[config.mk]
export PLATFORM = sky130hd
export DESIGN_NAME = dram_command_timing_checker_core
export DESIGN_NICKNAME = d
export VERILOG_FILES = /design/src/sv/dctc_pkg.sv /design/src/sv/dctc_hist.sv /design/src/sv/dctc_rules.sv /design/src/sv/dram_command_timing_checker_core.sv
export SDC_FILE = /design/constraint.sdc
export NUM_CORES = 2
export LEC_CHECK = 0
export BUFFER_PORTS_ARGS = -buffer_cell sky130_fd_sc_hd__buf_2
export CORE_MARGIN = 2
export CORE_UTILIZATION = 50
export CTS_CLUSTER_SIZE = 20
export DETAILED_ROUTE_END_ITERATION = 10
export PLACE_DENSITY = 0.64
export SYNTH_ARGS = -nofsm -noshare
export SYNTH_HDL_FRONTEND = slang
export SYNTH_SLANG_ARGS = --single-unit
[constraint.sdc]
create_clock -name clk -period 13.3 [get_ports clk]
set_input_delay 0.665 -clock clk [delete_from_list [all_inputs] [get_ports clk]]
set_output_delay 0.665 -clock clk [all_outputs]
set_load 0.05 [all_outputs]
[src/sv/dctc_pkg.sv]
package dctc_pkg;

	localparam int DELAY_W = 10;

	typedef enum logic [1:0] {
		CMD_ACTIVATE  = 2'd0,
		CMD_PRECHARGE = 2'd1,
		CMD_READ      = 2'd2,
		CMD_WRITE     = 2'd3
	} cmd_type_t;

	typedef enum logic [1:0] {
		REG_ACTIVATE_TIMING = 2'd0,
		REG_ACCESS_TIMING   = 2'd1,
		REG_WRITE_TIMING    = 2'd2,
		REG_BURST_LENGTH    = 2'd3
	} cfg_reg_t;

	typedef struct packed {
		logic [7:0] rrd;
		logic [7:0] rc;
		logic [7:0] rp;
		logic [7:0] ras;
		logic [7:0] ccd;
		logic [7:0] rcd_rd;
		logic [7:0] rcd_wr;
		logic [7:0] rtw;
		logic [7:0] rtp;
		logic [7:0] wr;
		logic [7:0] wl;
		logic [7:0] wtr;
		logic [7:0] burst;
	} timing_t;

endpackage

[src/sv/dctc_hist.sv]
module dctc_hist #(
	parameter int DEPTH     = 16,
	parameter int AW        = 4,
	parameter int TIME_BITS = 48
) (
	input  logic                 clk,
	input  logic                 arst_n,
	input  logic                 rd_en,
	input  logic [AW-1:0]        rd_addr,
	input  logic                 wr_en,
	input  logic [AW-1:0]        wr_addr,
	input  logic [TIME_BITS-1:0] wr_data,
	output logic [TIME_BITS-1:0] rd_data
);

	logic [TIME_BITS-1:0] mem [DEPTH];
	logic [DEPTH-1:0]     vld_q;
	logic [TIME_BITS-1:0] mem_rd_s1;
	logic [TIME_BITS-1:0] fwd_s1;
	logic                 hit_s1;
	logic                 ent_vld_s1;

	always_ff @(posedge clk) begin
		if (wr_en) begin
			mem[wr_addr] <= wr_data;
		end
		if (rd_en) begin
			mem_rd_s1 <= mem[rd_addr];
			fwd_s1    <= wr_data;
		end
	end

	// A write in the same cycle as the read is forwarded, since the memory returns the old word.
	always_ff @(posedge clk or negedge arst_n) begin
		if (!arst_n) begin
			vld_q      <= '0;
			hit_s1     <= 1'b0;
			ent_vld_s1 <= 1'b0;
		end else begin
			if (wr_en) begin
				vld_q[wr_addr] <= 1'b1;
			end
			if (rd_en) begin
				hit_s1     <= wr_en && (wr_addr == rd_addr);
				ent_vld_s1 <= vld_q[rd_addr];
			end
		end
	end

	assign rd_data = hit_s1 ? fwd_s1 : (ent_vld_s1 ? mem_rd_s1 : '0);

endmodule

[src/sv/dctc_rules.sv]
module dctc_rules #(
	parameter int TIME_BITS = 48
) (
	input  dctc_pkg::timing_t    timing,
	input  dctc_pkg::cmd_type_t  cmd_type,
	input  logic                 in_range,
	input  logic [TIME_BITS-1:0] now,
	input  logic [TIME_BITS-1:0] last_act_any,
	input  logic [TIME_BITS-1:0] last_rd_any,
	input  logic [TIME_BITS-1:0] last_wr_any,
	input  logic [TIME_BITS-1:0] bank_act,
	input  logic [TIME_BITS-1:0] bank_pre,
	input  logic [TIME_BITS-1:0] bank_rd,
	input  logic [TIME_BITS-1:0] bank_wr,
	input  logic                 bank_accessed,
	output logic                 met
);

	logic [dctc_pkg::DELAY_W-1:0] wr_rec_dly;
	logic [dctc_pkg::DELAY_W-1:0] wtr_dly;
	logic [dctc_pkg::DELAY_W-1:0] ras_rp_dly;
	logic ok_rrd, ok_rc, ok_rp, ok_rtp, ok_wrec, ok_ras;
	logic ok_ccd_rd, ok_ccd_wr, ok_rcd_rd, ok_rcd_wr, ok_wtr, ok_rtw;

	function automatic logic after_t(input logic [TIME_BITS-1:0] t_now,
	                                 input logic [TIME_BITS-1:0] t_last,
	                                 input logic [dctc_pkg::DELAY_W-1:0] dly);
		logic [TIME_BITS-1:0] diff;
		diff    = t_now - t_last;
		after_t = (t_now >= t_last) && (diff >= TIME_BITS'(dly));
	endfunction

	assign wr_rec_dly = dctc_pkg::DELAY_W'(timing.wr) + dctc_pkg::DELAY_W'(timing.wl)
	                  + dctc_pkg::DELAY_W'(timing.burst);
	assign wtr_dly    = dctc_pkg::DELAY_W'(timing.wtr) + dctc_pkg::DELAY_W'(timing.wl)
	                  + dctc_pkg::DELAY_W'(timing.burst);
	assign ras_rp_dly = dctc_pkg::DELAY_W'(timing.ras) + dctc_pkg::DELAY_W'(timing.rp);

	assign ok_rrd    = after_t(now, last_act_any, dctc_pkg::DELAY_W'(timing.rrd));
	assign ok_rc     = after_t(now, bank_act, dctc_pkg::DELAY_W'(timing.rc));
	assign ok_rp     = after_t(now, bank_pre, dctc_pkg::DELAY_W'(timing.rp));
	assign ok_rtp    = after_t(now, last_rd_any, dctc_pkg::DELAY_W'(timing.rtp));
	assign ok_wrec   = after_t(now, bank_wr, wr_rec_dly);
	assign ok_ras    = after_t(now, bank_act, ras_rp_dly);
	assign ok_ccd_rd = after_t(now, last_rd_any, dctc_pkg::DELAY_W'(timing.ccd));
	assign ok_ccd_wr = after_t(now, last_wr_any, dctc_pkg::DELAY_W'(timing.ccd));
	assign ok_rcd_rd = bank_accessed || after_t(now, bank_act, dctc_pkg::DELAY_W'(timing.rcd_rd));
	assign ok_rcd_wr = bank_accessed || after_t(now, bank_act, dctc_pkg::DELAY_W'(timing.rcd_wr));
	assign ok_wtr    = after_t(now, bank_wr, wtr_dly);
	assign ok_rtw    = after_t(now, bank_rd, dctc_pkg::DELAY_W'(timing.rtw));

	always_comb begin
		case (cmd_type)
			dctc_pkg::CMD_ACTIVATE: begin
				met = ok_rrd && ok_rc && ok_rp;
			end
			dctc_pkg::CMD_PRECHARGE: begin
				met = ok_rtp && ok_wrec && ok_ras;
			end
			dctc_pkg::CMD_READ: begin
				met = ok_ccd_rd && ok_rcd_rd && ok_wtr;
			end
			default: begin
				met = ok_ccd_wr && ok_rtw && ok_rcd_wr;
			end
		endcase
		met = met && in_range;
	end

endmodule

[src/sv/dram_command_timing_checker_core.sv]
// Requests pass through the input register and then the result register.
// Throughput: one request per cycle unless the result stalls; the two registers decouple
// the two sides, and a request checks against the history left by the one before it.
// Per-bank history sits in one small memory per command type, read when a request is taken.
// Reset clears the timing registers, the per-type times, the access flags and the per-bank
// valid bits, so history reads as zero at once with no clearing pass.
module dram_command_timing_checker_core #(
	parameter int BANK_COUNT = 16,
	parameter int TIME_BITS = 48
) (
	input  logic                          clk,
	input  logic                          arst_n,
	input  logic                          s_axis_tvalid,
	output logic                          s_axis_tready,
	// command [0], cmd_type [2:1], bank [6:3], current_time [TIME_BITS+6:7], zero padding
	input  logic [((TIME_BITS+14)/8)*8-1:0] s_axis_tdata,
	output logic                          m_axis_tvalid,
	input  logic                          m_axis_tready,
	// timing_met [0], zero padding [7:1]
	output logic [7:0]                    m_axis_tdata,
	input  logic                          cfg_valid,
	output logic                          cfg_ready,
	input  logic [1:0]                    cfg_index,
	input  logic [39:0]                   cfg_data
);

	localparam int BANK_AW = (BANK_COUNT > 1) ? $clog2(BANK_COUNT) : 1;

	dctc_pkg::timing_t timing_q;

	logic                 accept_in;
	logic                 out_free;
	logic                 fire;
	logic                 rec;
	logic [BANK_AW-1:0]   in_addr;
	logic                 in_range;

	logic                 s1_vld_q;
	logic                 issue_s1;
	dctc_pkg::cmd_type_t  type_s1;
	logic [BANK_AW-1:0]   bank_s1;
	logic                 in_range_s1;
	logic [TIME_BITS-1:0] time_s1;

	logic [TIME_BITS-1:0] last_type_q [4];
	logic [BANK_COUNT-1:0] acc_q;

	logic [TIME_BITS-1:0] bank_act, bank_pre, bank_rd, bank_wr;
	logic                 met;
	logic                 m_valid_q;
	logic                 met_q;

	assign cfg_ready = 1'b1;

	always_ff @(posedge clk or negedge arst_n) begin
		if (!arst_n) begin
			timing_q <= '0;
		end else if (cfg_valid) begin
			case (dctc_pkg::cfg_reg_t'(cfg_index))
				dctc_pkg::REG_ACTIVATE_TIMING: begin
					{timing_q.ras, timing_q.rp, timing_q.rc, timing_q.rrd} <= cfg_data[31:0];
				end
				dctc_pkg::REG_ACCESS_TIMING: begin
					{timing_q.rtp, timing_q.rtw, timing_q.rcd_wr, timing_q.rcd_rd,
					 timing_q.ccd} <= cfg_data;
				end
				dctc_pkg::REG_WRITE_TIMING: begin
					{timing_q.wtr, timing_q.wl, timing_q.wr} <= cfg_data[23:0];
				end
				default: begin
					timing_q.burst <= cfg_data[7:0];
				end
			endcase
		end
	end

	assign out_free      = !m_valid_q || m_axis_tready;
	assign fire          = s1_vld_q && out_free;
	assign s_axis_tready = !s1_vld_q || out_free;
	assign accept_in     = s_axis_tvalid && s_axis_tready;
	assign rec           = fire && issue_s1 && in_range_s1;
	assign in_addr       = BANK_AW'(s_axis_tdata[6:3]);
	assign in_range      = 32'(s_axis_tdata[6:3]) < BANK_COUNT;

	always_ff @(posedge clk or negedge arst_n) begin
		if (!arst_n) begin
			s1_vld_q <= 1'b0;
		end else if (accept_in) begin
			s1_vld_q <= 1'b1;
		end else if (fire) begin
			s1_vld_q <= 1'b0;
		end
	end

	always_ff @(posedge clk) begin
		if (accept_in) begin
			issue_s1    <= s_axis_tdata[0];
			type_s1     <= dctc_pkg::cmd_type_t'(s_axis_tdata[2:1]);
			bank_s1     <= in_addr;
			in_range_s1 <= in_range;
			time_s1     <= s_axis_tdata[TIME_BITS+6:7];
		end
	end

	// A precharge leaves the access flag of its bank as it is.
	always_ff @(posedge clk or negedge arst_n) begin
		if (!arst_n) begin
			for (int i = 0; i < 4; i++) begin
				last_type_q[i] <= '0;
			end
			acc_q <= '0;
		end else if (rec) begin
			last_type_q[type_s1] <= time_s1;
			if (type_s1 != dctc_pkg::CMD_PRECHARGE) begin
				acc_q[bank_s1] <= (type_s1 != dctc_pkg::CMD_ACTIVATE);
			end
		end
	end

	dctc_hist #(.DEPTH(BANK_COUNT), .AW(BANK_AW), .TIME_BITS(TIME_BITS)) u_hist_act (
		.clk, .arst_n, .rd_en(accept_in), .rd_addr(in_addr),
		.wr_en(rec && (type_s1 == dctc_pkg::CMD_ACTIVATE)), .wr_addr(bank_s1),
		.wr_data(time_s1), .rd_data(bank_act)
	);

	dctc_hist #(.DEPTH(BANK_COUNT), .AW(BANK_AW), .TIME_BITS(TIME_BITS)) u_hist_pre (
		.clk, .arst_n, .rd_en(accept_in), .rd_addr(in_addr),
		.wr_en(rec && (type_s1 == dctc_pkg::CMD_PRECHARGE)), .wr_addr(bank_s1),
		.wr_data(time_s1), .rd_data(bank_pre)
	);

	dctc_hist #(.DEPTH(BANK_COUNT), .AW(BANK_AW), .TIME_BITS(TIME_BITS)) u_hist_rd (
		.clk, .arst_n, .rd_en(accept_in), .rd_addr(in_addr),
		.wr_en(rec && (type_s1 == dctc_pkg::CMD_READ)), .wr_addr(bank_s1),
		.wr_data(time_s1), .rd_data(bank_rd)
	);

	dctc_hist #(.DEPTH(BANK_COUNT), .AW(BANK_AW), .TIME_BITS(TIME_BITS)) u_hist_wr (
		.clk, .arst_n, .rd_en(accept_in), .rd_addr(in_addr),
		.wr_en(rec && (type_s1 == dctc_pkg::CMD_WRITE)), .wr_addr(bank_s1),
		.wr_data(time_s1), .rd_data(bank_wr)
	);

	dctc_rules #(.TIME_BITS(TIME_BITS)) u_rules (
		.timing        (timing_q),
		.cmd_type      (type_s1),
		.in_range      (in_range_s1),
		.now           (time_s1),
		.last_act_any  (last_type_q[dctc_pkg::CMD_ACTIVATE]),
		.last_rd_any   (last_type_q[dctc_pkg::CMD_READ]),
		.last_wr_any   (last_type_q[dctc_pkg::CMD_WRITE]),
		.bank_act      (bank_act),
		.bank_pre      (bank_pre),
		.bank_rd       (bank_rd),
		.bank_wr       (bank_wr),
		.bank_accessed (acc_q[bank_s1]),
		.met           (met)
	);

	always_ff @(posedge clk or negedge arst_n) begin
		if (!arst_n) begin
			m_valid_q <= 1'b0;
		end else if (fire) begin
			m_valid_q <= 1'b1;
		end else if (m_axis_tready) begin
			m_valid_q <= 1'b0;
		end
	end

	always_ff @(posedge clk) begin
		if (fire) begin
			met_q <= met;
		end
	end

	assign m_axis_tvalid = m_valid_q;
	assign m_axis_tdata  = {7'b0, met_q};

	// A request held behind a stalled result keeps its place and its time.
	assert property (@(posedge clk) disable iff (!arst_n)
		s1_vld_q && !out_free |=> s1_vld_q && $stable(time_s1))
		else $error("held request lost or changed");

	// Every taken request reaches the result register.
	assert property (@(posedge clk) disable iff (!arst_n)
		fire |=> m_valid_q)
		else $error("result not produced");

	// A bank outside the configured range never meets timing.
	assert property (@(posedge clk) disable iff (!arst_n)
		fire && !in_range_s1 |=> !met_q)
		else $error("out-of-range bank reported as met");

	// An issued activate clears the access flag of its bank.
	assert property (@(posedge clk) disable iff (!arst_n)
		rec && (type_s1 == dctc_pkg::CMD_ACTIVATE) |=> !acc_q[$past(bank_s1)])
		else $error("access flag not cleared by activate");

endmodule
==> impl_metrics.yaml <==
cts:
  clkTransAtPathRegs_ps: 60
  cts_buffer_depth: 4
  cts_resized: 0
  clock-sinks: 3706
  clk_latency_ps: 990
  root_buffer: "clkbuf_16"
  postCtsSetupBuffers: 0
  htree_levels: 5
  hold_buffers: 90
  cts_buffers: 380
  cts_tree: "yes"
power_and_ir_drop:
  powerDensity_nw_per_um2: 158
  power_mw: 29.3
  p_seq_frac: 0.455
  switching_share: 0.279
  p_comb_frac: 0.185
  switchingPower_mw: 8.17
  p_leak_nw: 62.4
  clockPowerShare: 0.359
  power.internal_mw: 21.2
  ir_drop_v: 0.000138
sta:
  max_freq_mhz: 132
  period_needed_ps: 7600
  slew_violations: 0
  rsz0062_at_grt: "false"
  final_hold_viol_count: 0
  slew_headroom: 0.0409
  finalSetupViolCount: 0
  period_share: 0.571
  final.setup.tns_ps: 0
  clock_skew_ps: 72.7
  tightest_slew_ps: 1440
flow_run:
  drv_cap: 0
floorplan:
  rows: 211
  coreArea_um2: 330000
  die_y_um: 579
  top_level_ports: 114
  initial_core_util: 0.502
  die_w_um: 579
  die_area_um2: 335000
routing:
  drtPass1Iterations: 6
  vias_per_cell: 6.51
  drcViolationCount: 0
  wl_um: 509000
  wl_per_cell_um: 34.1
  drt_iter0_drc: 12500
  drtAntennaViolNets: 0
  vias: 97200
critical_path:
  critPathArrivalTime_ps: 8270
  rr_worst_depth: 16
  reg2reg_from: "time_s1[1]"
  worstPathRequired_ps: 13970
  worst-setup-path-type: "reg2reg"
  cp-end-kind: "flop"
  cp_max_fo: 50
  start_kind: "flop"
  ff2ff_setup_slack_ps: 5700
  startpoint: "time_s1[1]"
cells_and_area:
  layout.area.seq_um2: 110000
  multi_input_area_um2: 53200
  filler_cell_count: 25100
  syn2layout_area_growth_pct: 12.0
  fin_nets: 10800
  drive_gt1_frac: 0.213
synthesis:
  synth_top_area_frac: 0.611
  avgSynthCellArea_um2: 16.7
  async_flop_share: 0.0912
  ys.flop_type: "edfxtp_1"
  synth_edf_count: 3368
  yosys.area.top_type: "edfxtp_1"
  yosysWarnings: 0
  ys_seq_area_frac: 0.662
  ys_top_cells_by_area: "edfxtp_1 (61%), mux4_2 (13%), dfrtp_1 (5.1%), ha_1 (3.6%), mux2_2 (1.6%)"
  synth_area_um2: 165000
  netlist_instances: 9901
  ys_ff_latch: 3706
  synth_cell_type_count: 100
grt:
  grt.total_usage: 0.302
  met3_usage: 0.0575
  globalRouteMet2Util: 0.474
  grt_pass1_vias: 96100
  top_usage_layer: "met2"
  grt.met1_usage: 0.428
  grt_pass1_wl_um: 712000
  grt-ovfl-total: 0
  antenna_found_initial: 62
  grt_max_degree: 154
placed_design:
  portBuffers: 104
  dpl.hpwl_um: 309000
  globalplace.congestion: 0.953
worst_hold_path:
  hold_start: "cfg_data[24]"
  worstHoldPathType: "in2reg"
  hold_depth: 2
status:
  run_status: "completed"
-- power by group through the flow --
stage | registers (mW) | clock network [mW] | logic, mW
after floorplan | 13.5 | 0 | 3.66
after global placement | 13.6 | 0 | 5.29
after detailed placement | 13.6 | 0 | 5.31
after CTS | 13.4 | 10.7 | 5.37
after global routing | 13.4 | 11.1 | 5.94
final | 13.4 | 10.5 | 5.43
-- synthesized netlist by cell type (197+ instances only) --
master and n:
edfxtp_1 3368, mux4_2 959, a21oi_1 508, ha_1 477, nand2_1 410, nor2_1 381, clkbuf_1 360, inv_1 346
dfrtp_1 338, o21ai_0 300, mux2_2 234, a22oi_1 197
-- layout by cell type (no fill, tap or decap), types with 52 or more instances in the layout --
cell and count:
a31oi_1 64, o21a_1 80, mux2_2 234, mux4_2 959, nand4_1 122, dlygate4sd3_1 90
a22oi_1 197, nor2_1 317, xnor2_1 131, nand2_1 407, nor3_1 97, clkbuf_1 95
clkbuf_16 386, nand3_1 123, buf_4 211, a211oi_1 74, inv_1 345, mux2i_1 57
clkinv_1 75, nand2b_1 78, o211ai_1 53, xor2_1 74, or2_2 85, o21ai_0 300
o21bai_1 52, nor2_4 64, edfxtp_1 3368, a21oi_1 508, buf_2 99, ha_1 477
a21o_1 137, nor2b_1 80, dfrtp_1 334
-- stage by stage --
| step | instances | utilization | worst slack, ps | hold slack (ps) | cell area, um2 |
|---|---|---|---|---|---|
| 3_3_place_gp | 14100 | 0.522 | 6050 | 445 | 172000 |
| 2_1_floorplan | 9907 | - | 5470 | 369 | 165000 |
| 4_1_cts | 14900 | 0.562 | 5890 | 9.94 | 185000 |
| 5_1_grt | 14900 | 0.562 | 5500 | 49.9 | 185000 |
| 6_report | 14900 | 0.562 | 5700 | 76.6 | 185000 |
| 3_5_place_dp | 14100 | 0.522 | 5900 | 448 | 172000 |
-- final timing paths --
| kind | to |
|---|---|
| max | met_q |
| max in group asynchronous | u_hist_pre.hit_s1 |
| min reg2reg | u_hist_rd.vld_q[15] |
| min | timing_q[40] |
| min in group asynchronous | last_type_q[18] |
| max reg2reg | met_q |
-- cell type report --
class,count,share of cell area
multi-input cells,5373,0.287
inverters,347,0.00708
repair buffers,420,0.0181
clock buffers,496,0.0552
clock inverters,197,0.0109
well taps,4366,0.0295
flip-flops and latches,3706,0.592
diodes,26,0.000351
-- critical path: stages, from the launching register on --
cell and delay [ps]:
edfxtp_1 880, buf_4 720, inv_1 670, fa_1 650, nand2b_1 180, a21oi_1 340
o21ai_2 160, and4b_1 380, nor2_1 460, a221oi_1 160, a311o_1 420, nor4_1 430
nand4_1 400, nor4_2 650, or3b_2 500, o211ai_1 90, nand4_1 110
-- flip-flops by register name, indices dropped and copies added (netlist names), 48 cells and up --
signal and cells:
u_hist_wr.fwd_s1 48, u_hist_wr.mem 768, u_hist_act.mem 768, time_s1 48
u_hist_wr.mem_rd_s1 48, u_hist_rd.mem_rd_s1 48, u_hist_pre.mem 768, u_hist_rd.mem 768
timing_q 104, u_hist_act.mem_rd_s1 48, last_type_q 144, u_hist_pre.mem_rd_s1 48
-- layer usage --
metal,wire length (um),part of all wire
met1,208000,0.41
met3,46600,0.092
met5,135,0.00027
met4,17700,0.035
met2,237000,0.47
-- kinds of logic (layout without fill, tap and decap cells) --
group,count (synthesis),count (layout),share of synthesized area
AND/OR/NAND/NOR,1647,1647,0.0500
XOR/XNOR,205,205,0.0109
buffers and inverters,828,1460,0.0191
adder cells (fa/ha/maj),489,489,0.0375
flip-flops,3706,3706,0.662
other,2,34,0.0000454
multiplexers,1251,1251,0.150
AO/OA/AOI/OAI,1773,1773,0.0700
Power figures use the tool's default switching activity.
